### config.mk
export PLATFORM = sky130hd
export DESIGN_NAME = ascii_seven_segment_renderer_core
export DESIGN_NICKNAME = d
export VERILOG_FILES = /design/src/design/assr_pkg.sv /design/src/design/assr_step.sv /design/src/design/ascii_seven_segment_renderer_core.sv
export SDC_FILE = /design/constraint.sdc
export NUM_CORES = 1
export LEC_CHECK = 0
export ABC_AREA = 1
export BUFFER_PORTS_ARGS = -buffer_cell sky130_fd_sc_hd__clkbuf_2
export CAP_MARGIN = 20
export CORE_MARGIN = 2
export CORE_UTILIZATION = 35
export DETAILED_ROUTE_END_ITERATION = 10
export PLACE_DENSITY = 0.56
export SLEW_MARGIN = 5
export SYNTH_ARGS = -nofsm -noshare
export SYNTH_HDL_FRONTEND = slang
export SYNTH_HIERARCHICAL = 1
export SYNTH_SLANG_ARGS = --single-unit
### constraint.sdc
create_clock -name clk -period 6.02 [get_ports clk]
set_input_delay 0.903 -clock clk [delete_from_list [all_inputs] [get_ports clk]]
set_output_delay 0.903 -clock clk [all_outputs]
set_load 0.05 [all_outputs]
### src/design/assr_pkg.sv
// Package for the ASCII seven-segment renderer: shared types, segment constants
// and the printable-ASCII glyph lookup. No dependencies.
`timescale 1ns / 1ps

package assr_pkg;

	localparam logic [7:0] NO_GLYPH   = 8'hFF;
	localparam logic [7:0] DP_BIT     = 8'b1000_0000;
	localparam logic [7:0] CODE_PERIOD = 8'h2E;
	localparam logic [7:0] CODE_FIRST  = 8'h20;
	localparam logic [7:0] CODE_LAST   = 8'h7E;
	localparam int         GLYPH_COUNT = 95;

	localparam logic [7:0] GLYPH_TABLE [GLYPH_COUNT] = '{
		8'h00, 8'h86, 8'h22, 8'hFF, 8'hFF, 8'h49, 8'hFF, 8'h02,
		8'h39, 8'h0F, 8'hFF, 8'hFF, 8'h08, 8'h40, 8'h80, 8'hFF,
		8'h3F, 8'h06, 8'h5B, 8'h4F, 8'h66, 8'h6D, 8'h7D, 8'h07,
		8'h7F, 8'h6F, 8'h09, 8'h48, 8'hFF, 8'h48, 8'hFF, 8'h53,
		8'h5F, 8'h77, 8'h7C, 8'h39, 8'h5E, 8'h79, 8'h71, 8'h3D,
		8'h76, 8'h06, 8'h1E, 8'hFF, 8'h38, 8'hFF, 8'h54, 8'h3F,
		8'h73, 8'hFF, 8'h50, 8'h6D, 8'h78, 8'h3E, 8'h3E, 8'hFF,
		8'hFF, 8'h6E, 8'h5B, 8'h39, 8'hFF, 8'h0F, 8'hFF, 8'h08,
		8'hFF, 8'h77, 8'h7C, 8'h58, 8'h5E, 8'h79, 8'h71, 8'h6F,
		8'h74, 8'h04, 8'h0E, 8'hFF, 8'h30, 8'hFF, 8'h54, 8'h5C,
		8'h73, 8'hFF, 8'h50, 8'h6D, 8'h78, 8'h1C, 8'h1C, 8'hFF,
		8'hFF, 8'h6E, 8'hFF, 8'h39, 8'h06, 8'h0F, 8'h63
	};

	typedef struct packed {
		logic [3:0] next_position;
		logic [3:0] string_origin;
		logic [7:0] previous_glyph;
		logic       halted;
	} render_state_t;

	typedef struct packed {
		logic       write_enable;
		logic [3:0] write_position;
		logic [7:0] segment_byte;
		logic       unknown_glyph;
		logic       overflow;
		logic [3:0] chars_written;
	} render_result_t;

	function automatic logic [7:0] lookup_glyph(input logic [7:0] code);
		logic [7:0] offset;
		begin
			offset = code - CODE_FIRST;
			if (code < CODE_FIRST || code > CODE_LAST) begin
				lookup_glyph = NO_GLYPH;
			end else begin
				lookup_glyph = GLYPH_TABLE[offset[6:0]];
			end
		end
	endfunction

endpackage

### src/design/assr_step.sv
// One character step of the renderer: glyph lookup, period handling, overflow
// and the position update. Depends on assr_pkg.
`timescale 1ns / 1ps

module assr_step
	import assr_pkg::*;
(
	input  render_state_t  cur_state,
	input  logic [3:0]     limit,
	input  logic [7:0]     char_code,
	input  logic           first_char,
	input  logic [3:0]     start_position,
	output render_state_t  nxt_state,
	output render_result_t result
);

	render_state_t st;
	logic [7:0]    glyph;

	always_comb begin
		st = cur_state;
		if (first_char) begin
			st.string_origin  = start_position;
			st.next_position  = start_position;
			st.previous_glyph = '0;
			st.halted         = 1'b0;
		end

		glyph                 = lookup_glyph(char_code);
		result.write_enable   = 1'b0;
		result.write_position = '0;
		result.segment_byte   = '0;
		result.unknown_glyph  = 1'b0;

		if (!st.halted) begin
			if (char_code == CODE_PERIOD) begin
				if (st.next_position > st.string_origin) begin
					st.previous_glyph     = st.previous_glyph | DP_BIT;
					result.write_enable   = 1'b1;
					result.write_position = st.next_position - 4'd1;
					result.segment_byte   = st.previous_glyph;
				end
			end else begin
				result.unknown_glyph = (glyph == NO_GLYPH);
				if (st.next_position >= limit) begin
					st.halted = 1'b1;
				end else begin
					result.write_enable   = 1'b1;
					result.write_position = st.next_position;
					result.segment_byte   = glyph;
					st.previous_glyph     = glyph;
					st.next_position      = st.next_position + 4'd1;
				end
			end
		end

		result.overflow      = st.halted;
		result.chars_written = st.next_position - st.string_origin;
		nxt_state            = st;
	end

endmodule

### src/design/ascii_seven_segment_renderer_core.sv
// Top level of the ASCII seven-segment renderer: input register, step logic and
// result register. Depends on assr_pkg and assr_step.
//
// Usage: characters arrive on the input channel (in_valid/in_ready) with
// char_code, first_char and start_position. Each request yields exactly one
// result on the output channel (out_valid/out_ready): an optional digit-buffer
// write, the unknown_glyph and overflow flags, and chars_written.
// The request sits in the input register, and the glyph lookup and position
// update load the result register from it when the request advances.
// Throughput is one character per cycle while the receiver does not stall, set
// by the single step unit that updates the string state once per character.
// When the receiver stalls, the result register holds and the input register
// fills; in_ready drops only when both are occupied and out_ready is low.
// The user must write active_digits through cfg_write_enable/cfg_write_data
// only while the block is idle (unenforced); the limit clamps to MAX_DIGITS.
// Reset clears both valid flags and the string state (next string at digit 0)
// and sets active_digits to 12.
`timescale 1ns / 1ps

module ascii_seven_segment_renderer_core
	import assr_pkg::*;
#(
	parameter int MAX_DIGITS = 12
) (
	input  logic       clk,
	input  logic       arst_n,
	input  logic       cfg_write_enable,
	input  logic [3:0] cfg_write_data,
	input  logic       in_valid,
	output logic       in_ready,
	input  logic [7:0] char_code,
	input  logic       first_char,
	input  logic [3:0] start_position,
	output logic       out_valid,
	input  logic       out_ready,
	output logic       write_enable,
	output logic [3:0] write_position,
	output logic [7:0] segment_byte,
	output logic       unknown_glyph,
	output logic       overflow,
	output logic [3:0] chars_written
);

	localparam logic [3:0] MaxLimit = 4'(MAX_DIGITS);

	logic [3:0]     active_digits_q;
	logic [3:0]     limit;
	render_state_t  state_q;
	render_state_t  state_nxt;
	render_result_t result_nxt;
	render_result_t result_s2;
	logic           valid_s1;
	logic           valid_s2;
	logic [7:0]     char_code_s1;
	logic           first_char_s1;
	logic [3:0]     start_position_s1;
	logic           advance;

	assign advance  = valid_s1 && (!valid_s2 || out_ready);
	assign in_ready = !valid_s1 || advance;
	assign limit    = (active_digits_q > MaxLimit) ? MaxLimit : active_digits_q;

	always_ff @(posedge clk or negedge arst_n) begin
		if (!arst_n) begin
			active_digits_q <= 4'd12;
		end else if (cfg_write_enable) begin
			active_digits_q <= cfg_write_data;
		end
	end

	always_ff @(posedge clk or negedge arst_n) begin
		if (!arst_n) begin
			valid_s1 <= 1'b0;
		end else if (in_ready) begin
			valid_s1 <= in_valid;
		end
	end

	always_ff @(posedge clk) begin
		if (in_ready && in_valid) begin
			char_code_s1      <= char_code;
			first_char_s1     <= first_char;
			start_position_s1 <= start_position;
		end
	end

	assr_step u_step (
		.cur_state      (state_q),
		.limit          (limit),
		.char_code      (char_code_s1),
		.first_char     (first_char_s1),
		.start_position (start_position_s1),
		.nxt_state      (state_nxt),
		.result         (result_nxt)
	);

	always_ff @(posedge clk or negedge arst_n) begin
		if (!arst_n) begin
			state_q  <= '0;
			valid_s2 <= 1'b0;
		end else begin
			if (advance) begin
				state_q <= state_nxt;
			end
			if (advance) begin
				valid_s2 <= 1'b1;
			end else if (out_ready) begin
				valid_s2 <= 1'b0;
			end
		end
	end

	always_ff @(posedge clk) begin
		if (advance) begin
			result_s2 <= result_nxt;
		end
	end

	assign out_valid      = valid_s2;
	assign write_enable   = result_s2.write_enable;
	assign write_position = result_s2.write_position;
	assign segment_byte   = result_s2.segment_byte;
	assign unknown_glyph  = result_s2.unknown_glyph;
	assign overflow       = result_s2.overflow;
	assign chars_written  = result_s2.chars_written;

	a_overflow_no_write : assert property (@(posedge clk) disable iff (!arst_n)
		out_valid && overflow |-> !write_enable)
		else $error("overflowed request produced a buffer write");

	a_idle_fields_zero : assert property (@(posedge clk) disable iff (!arst_n)
		out_valid && !write_enable |-> segment_byte == 8'h00 && write_position == 4'd0)
		else $error("result without write carries nonzero position or pattern");

	a_unknown_pattern : assert property (@(posedge clk) disable iff (!arst_n)
		out_valid && unknown_glyph && write_enable |-> segment_byte == NO_GLYPH)
		else $error("unknown glyph written with a pattern other than all segments");

	a_stage1_holds : assert property (@(posedge clk) disable iff (!arst_n)
		valid_s1 && !advance |=> valid_s1 && $stable(char_code_s1))
		else $error("input register lost a stalled request");

	a_state_on_advance : assert property (@(posedge clk) disable iff (!arst_n)
		!advance |=> $stable(state_q))
		else $error("string state changed without a request passing");

endmodule
# ---- Word-level counts from Yosys, hierarchy flattened
# Memories as Yosys holds them, arrays and structs flattened.
# Cells that the tools add are included.
dict set report word_totals {
  regBits 55
  romBits 1024
  input_bits 22
  output_inout_bits 21
  word_cells 58
  memories 1
}
dict set report op_classes {
  add_sub_neg 4
  n_lt_le_gt_ge 6
  eq_ne 2
  mux 19
  bitwise 1
  n_reduce_logical 9
}
# name depth width rd rd_ports_with_merged_regs wr line
set mem_list {}
lappend mem_list {{(name not given)} 128 8 1 0 0 assr_pkg.sv:52} ;# lookup_glyph = GLYPH_TABLE[offset[6:0]];
# op n
set ops {}
lappend ops {{two-way mux 8 bit} 6}
lappend ops {{two-way mux 13 bit} 3}
lappend ops {{two-way mux 17 bit} 1}
lappend ops {{two-way mux 4 bit} 4}
lappend ops {{two-way mux 9 bit} 1}
lappend ops {{equality test 8 x 6 -> 1 bit (second input constant)} 1}
lappend ops {{equality test 8 bit (second input constant)} 1}
lappend ops {{greater-or-equal comparator 8 bit (second input constant)} 1}
lappend ops {{> comparator 8 x 7 -> 1 bit (second input constant)} 1}
lappend ops {{< comparator 8 x 6 -> 1 bit (second input constant)} 1}
lappend ops {{NOT 7 -> 8 bit} 1}
lappend ops {{subtractor 7 x 6 -> 7 bit (second input constant)} 1}
lappend ops {{adder 4 x 1 -> 4 bit (second input constant)} 1}
lappend ops {{greater-or-equal comparator 4 bit} 1}
lappend ops {{> comparator 4 bit} 1}
lappend ops {{> comparator 4 bit (second input constant)} 1}
lappend ops {{two-way mux 1 bit} 4}
lappend ops {{subtractor 4 x 1 -> 4 bit (second input constant)} 1}
lappend ops {{subtractor 4 bit} 1}
lappend ops {{logical OR 1 bit} 3}
lappend ops {{logical AND 1 bit} 2}
lappend ops {{zero test 1 bit} 2}
lappend ops {{nonzero test 2 bit} 1}
lappend ops {{OR reduction 2 bit} 1}

# ---- Depth between registers and ports, before layout
dict set report depth {
  depth_word 9
  ltp_mapped 22
  mapped_depth_nobuf 21
}

# ---- By module
# The synthesis kept the hierarchy.
# module n_inst cells_per_inst area_per_inst_um2 seq_area_each_um2
set modules_own_cells {}
lappend modules_own_cells {assr_step 1 459 2321.0 0.0}
lappend modules_own_cells {ascii_seven_segment_renderer_core 1 135 1964.4 1539.0}

# ---- Worst setup path after synthesis
# OpenSTA, ideal clock, no wires.
dict set report synth_path {
  path_type {reg-to-reg}
  start {reg first_char_s1}
  end {reg result_s2 (netlist bit chars_written[3]) (data pin)}
  setup_time_ps 254
  arrival_time_ps 2897
  t_required_ps 5766
  setup_slack_ps 2869
  path_stages_with_launch 21
  path_buffers 1
  period_less_slack_ps 3151
  cell_sequence {edfxtp_1 > buf_4 > nand2_1 > inv_1 > a21oi_1 > inv_1 > ha_1 > inv_1 > nor2_1 > o21ai_0 > nand3_1 > nor2_2 > nand2_1 > xor2_1 > inv_1 > ha_1 > a21oi_1 > nand2_1 > xnor2_1 > xnor2_1 > inv_1}
}
# element line
set synth_lines {}
lappend synth_lines {{from (decl)} ascii_seven_segment_renderer_core.sv:55} ;# logic first_char_s1;
lappend synth_lines {{from (signal assigned)} ascii_seven_segment_renderer_core.sv:82} ;# first_char_s1 <= first_char;
lappend synth_lines {{to (signal assigned)} ascii_seven_segment_renderer_core.sv:115} ;# result_s2 <= result_nxt;
lappend synth_lines {{to (decl)} ascii_seven_segment_renderer_core.sv:51} ;# render_result_t result_s2;

==> impl_metrics.tcl <==
set metrics [dict create \
    status "finished, final reports clean" \
    crit_top_cell "inv_1" \
    period_needed_ps 3790 \
    hold_ws_ps 475 \
    dieHeight_um 114 \
    num_rows 40 \
    grt_max_degree 30 \
    mostFrequentLayoutCells "nand2_1, nand3_1, inv_1" \
    crit_family "adder cells" \
    leakage_nw 2.32 \
    synthesis.nets 635 \
    internal_power_mw 0.919 \
    antenna_found_initial 0 \
    syn_area_sq_mm 0.00423 \
    grt_setup_unrepaired "false" \
    htreeDepth 2 \
    min_period_over_period_pct 62.9 \
    min_to "state_q[5]$_DFFE_PN0P_" \
    dp_hpwl_mm 7.95 \
    p_seq_share_pct 35.6 \
    num_vias 3909 \
    areaGrowthSynthToFinish_pct 8.14 \
    routedWlPerCell_um 14.6 \
    clock-sinks 54 \
    layout.nets 657 \
    clock_latency_ps 300 \
    max_cap_violations 0 \
    hold_viol_final 0 \
    dp_slack_ps 2310 \
    cts-root-buf "clkbuf_16" \
    hp-class "reg -> reg" \
    antenna_cells 0 \
    die_x_um 114 \
    ir_drop_uv 161 \
    startpoint_type "flip-flop" \
    finalWeightedCongestion 0.883 \
    worstReg2RegEnd "chars_written[3]$_DFFE_PP_" \
    cts_buffers 5 \
    fin_ws_ps 2230 \
    max_slew_margin_pct 38.1 \
    r2r_slack_ps 2230 \
    startpoint "first_char_s1$_DFFE_PP_" \
    cts_hold_buf 0 \
    worstSetupEndpointType "flip-flop" \
    grt_first_pass_wirelength_mm 18.6 \
    final_common_cell "nand2_1" \
    drcViolationCount 0 \
    drtAntennaViolNets 0 \
    drive_gt1_share_pct 14.1 \
    firstDrtPassIters 7 \
    grt_util_all_layers_pct 18.0 \
    setup_viol 0 \
    post_dp_cell_area_sq_mm 0.00443 \
    worst-path-buf-inv 5 \
    fmax_ghz 0.264 \
    die_area_sq_mm 0.0130 \
    clockBufferDepth 2 \
    grt_pass1_vias 3806 \
    hp-start "state_q[5]$_DFFE_PN0P_" \
    cts_setup_buffers 0 \
    yosysWarnings 6 \
    syn-instance-count 586 \
    power_density_mw_per_mm2 366 \
    switching_share_pct 45.1 \
    coreArea_sq_mm 0.0119 \
    totalWireLength_mm 11.1 \
    cts_tree "yes" \
    crit_chain "inv_1 > a21oi_1 > inv_1 > ha_1 > inv_1 > nor2_1 > o21ai_0 > nand3_1 > nor2_2 > nand2_1 > xor2_1 > inv_1 > ha_1 > a21oi_1 > nand2_1 > xnor2_1 > xnor2_1 > inv_1" \
    arrival_ps 3840 \
    worstPathRequired_ps 6070 \
    clkPwrFrac_pct 17.3 \
    whs_path_depth 2 \
    final-max-slew-violation-count 0 \
    avgSynthCellArea_sq_um 7.22 \
    place.port_buffers 42 \
    setup_tns_ps 0 \
    pwr-share-comb_pct 47.1 \
    p_sw_mw 0.755 \
    postCtsResizedCells 0 \
    grt_remaining_overflow 0 \
    fin_total_pwr_mw 1.67 \
    slowest_delay_ps 570 \
    fin_skew_ps 8.00 \
    drtIter0Drc 407 \
    slowest_stage "edfxtp_1" \
    crit_type "reg -> reg" \
    start_util_pct 35.5 \
    cp_max_fo 11 \
    fin_area_sq_mm 0.00457 \
    path_clk_slew_ps 70 \
    r2r_cells 18 \
    r2r-start "first_char_s1$_DFFE_PP_" \
    vias_per_cell 5.17 \
    ios 43 \
    worst_pin_slew_ps 928 \
]
==> power by group through the flow <==
stage	combinational (mW)	clock, mW	sequential [mW]
2_1_floorplan	0.497	0	0.722
3_3_place_gp	0.773	0	0.603
3_5_place_dp	0.785	0	0.604
4_1_cts	0.788	0.302	0.598
5_1_grt	0.884	0.317	0.610
6_report	0.788	0.290	0.596
==> final cells by class <==
type	count	area, sq um
flip-flops and latches	54	1510
fillers	1256	7340
clock buffers	7	143
multi-input cells	436	2260
well taps	147	184
inverters	69	259
repair buffers	42	210
clock inverters	1	5.00
==> metal layers <==
layer / part of all wire (%) / GRT usage, % / up-vias
met5: 0 / 0 / -
met2: 45 / 27.5 / 122
li1: - / - / 1954
met3: 5.1 / 3.35 / 19
met1: 47 / 25.0 / 1814
met4: 2.1 / 7.32 / 0
==> worst register-to-register path, delay by kind of cell, from the launching register on <==
family	cells	cell delay, ps
buffers and inverters	5	610
and+or+nand+nor	5	590
adders and majority gates	2	650
DFF	1	570
AOI/OAI and AO/OA	3	620
xor gates and xnor gates	3	480
==> metrics by stage <==
stage / utilization [%] / instances
2_1_floorplan: - / 586
3_3_place_gp: 37.2 / 748
3_5_place_dp: 37.2 / 748
4_1_cts: 38.4 / 756
5_1_grt: 38.4 / 756
6_report: 38.4 / 756
==> worst max path at each step <==
stage | endpoint | slack [ps] | cells after the start
3_3_place_gp | chars_written[3]$_DFFE_PP_ | 2440 | 18
5_1_grt | chars_written[3]$_DFFE_PP_ | 1880 | 18
3_5_place_dp | chars_written[3]$_DFFE_PP_ | 2310 | 18
6_report | chars_written[3]$_DFFE_PP_ | 2230 | 18
4_1_cts | chars_written[3]$_DFFE_PP_ | 2270 | 18
2_1_floorplan | chars_written[3]$_DFFE_PP_ | 2870 | 20
==> sequential cells by signal, indices dropped and copies added (netlist names) <==
name and flops:
active_digits_q 4, overflow 1, first_char_s1 1, segment_byte 8
write_enable 1, valid_s1 1, chars_written 4, start_position_s1 4
out_valid 1, unknown_glyph 1, state_q 16, write_position 4
char_code_s1 8
Note: power is estimated with default switching activity, not from simulation.
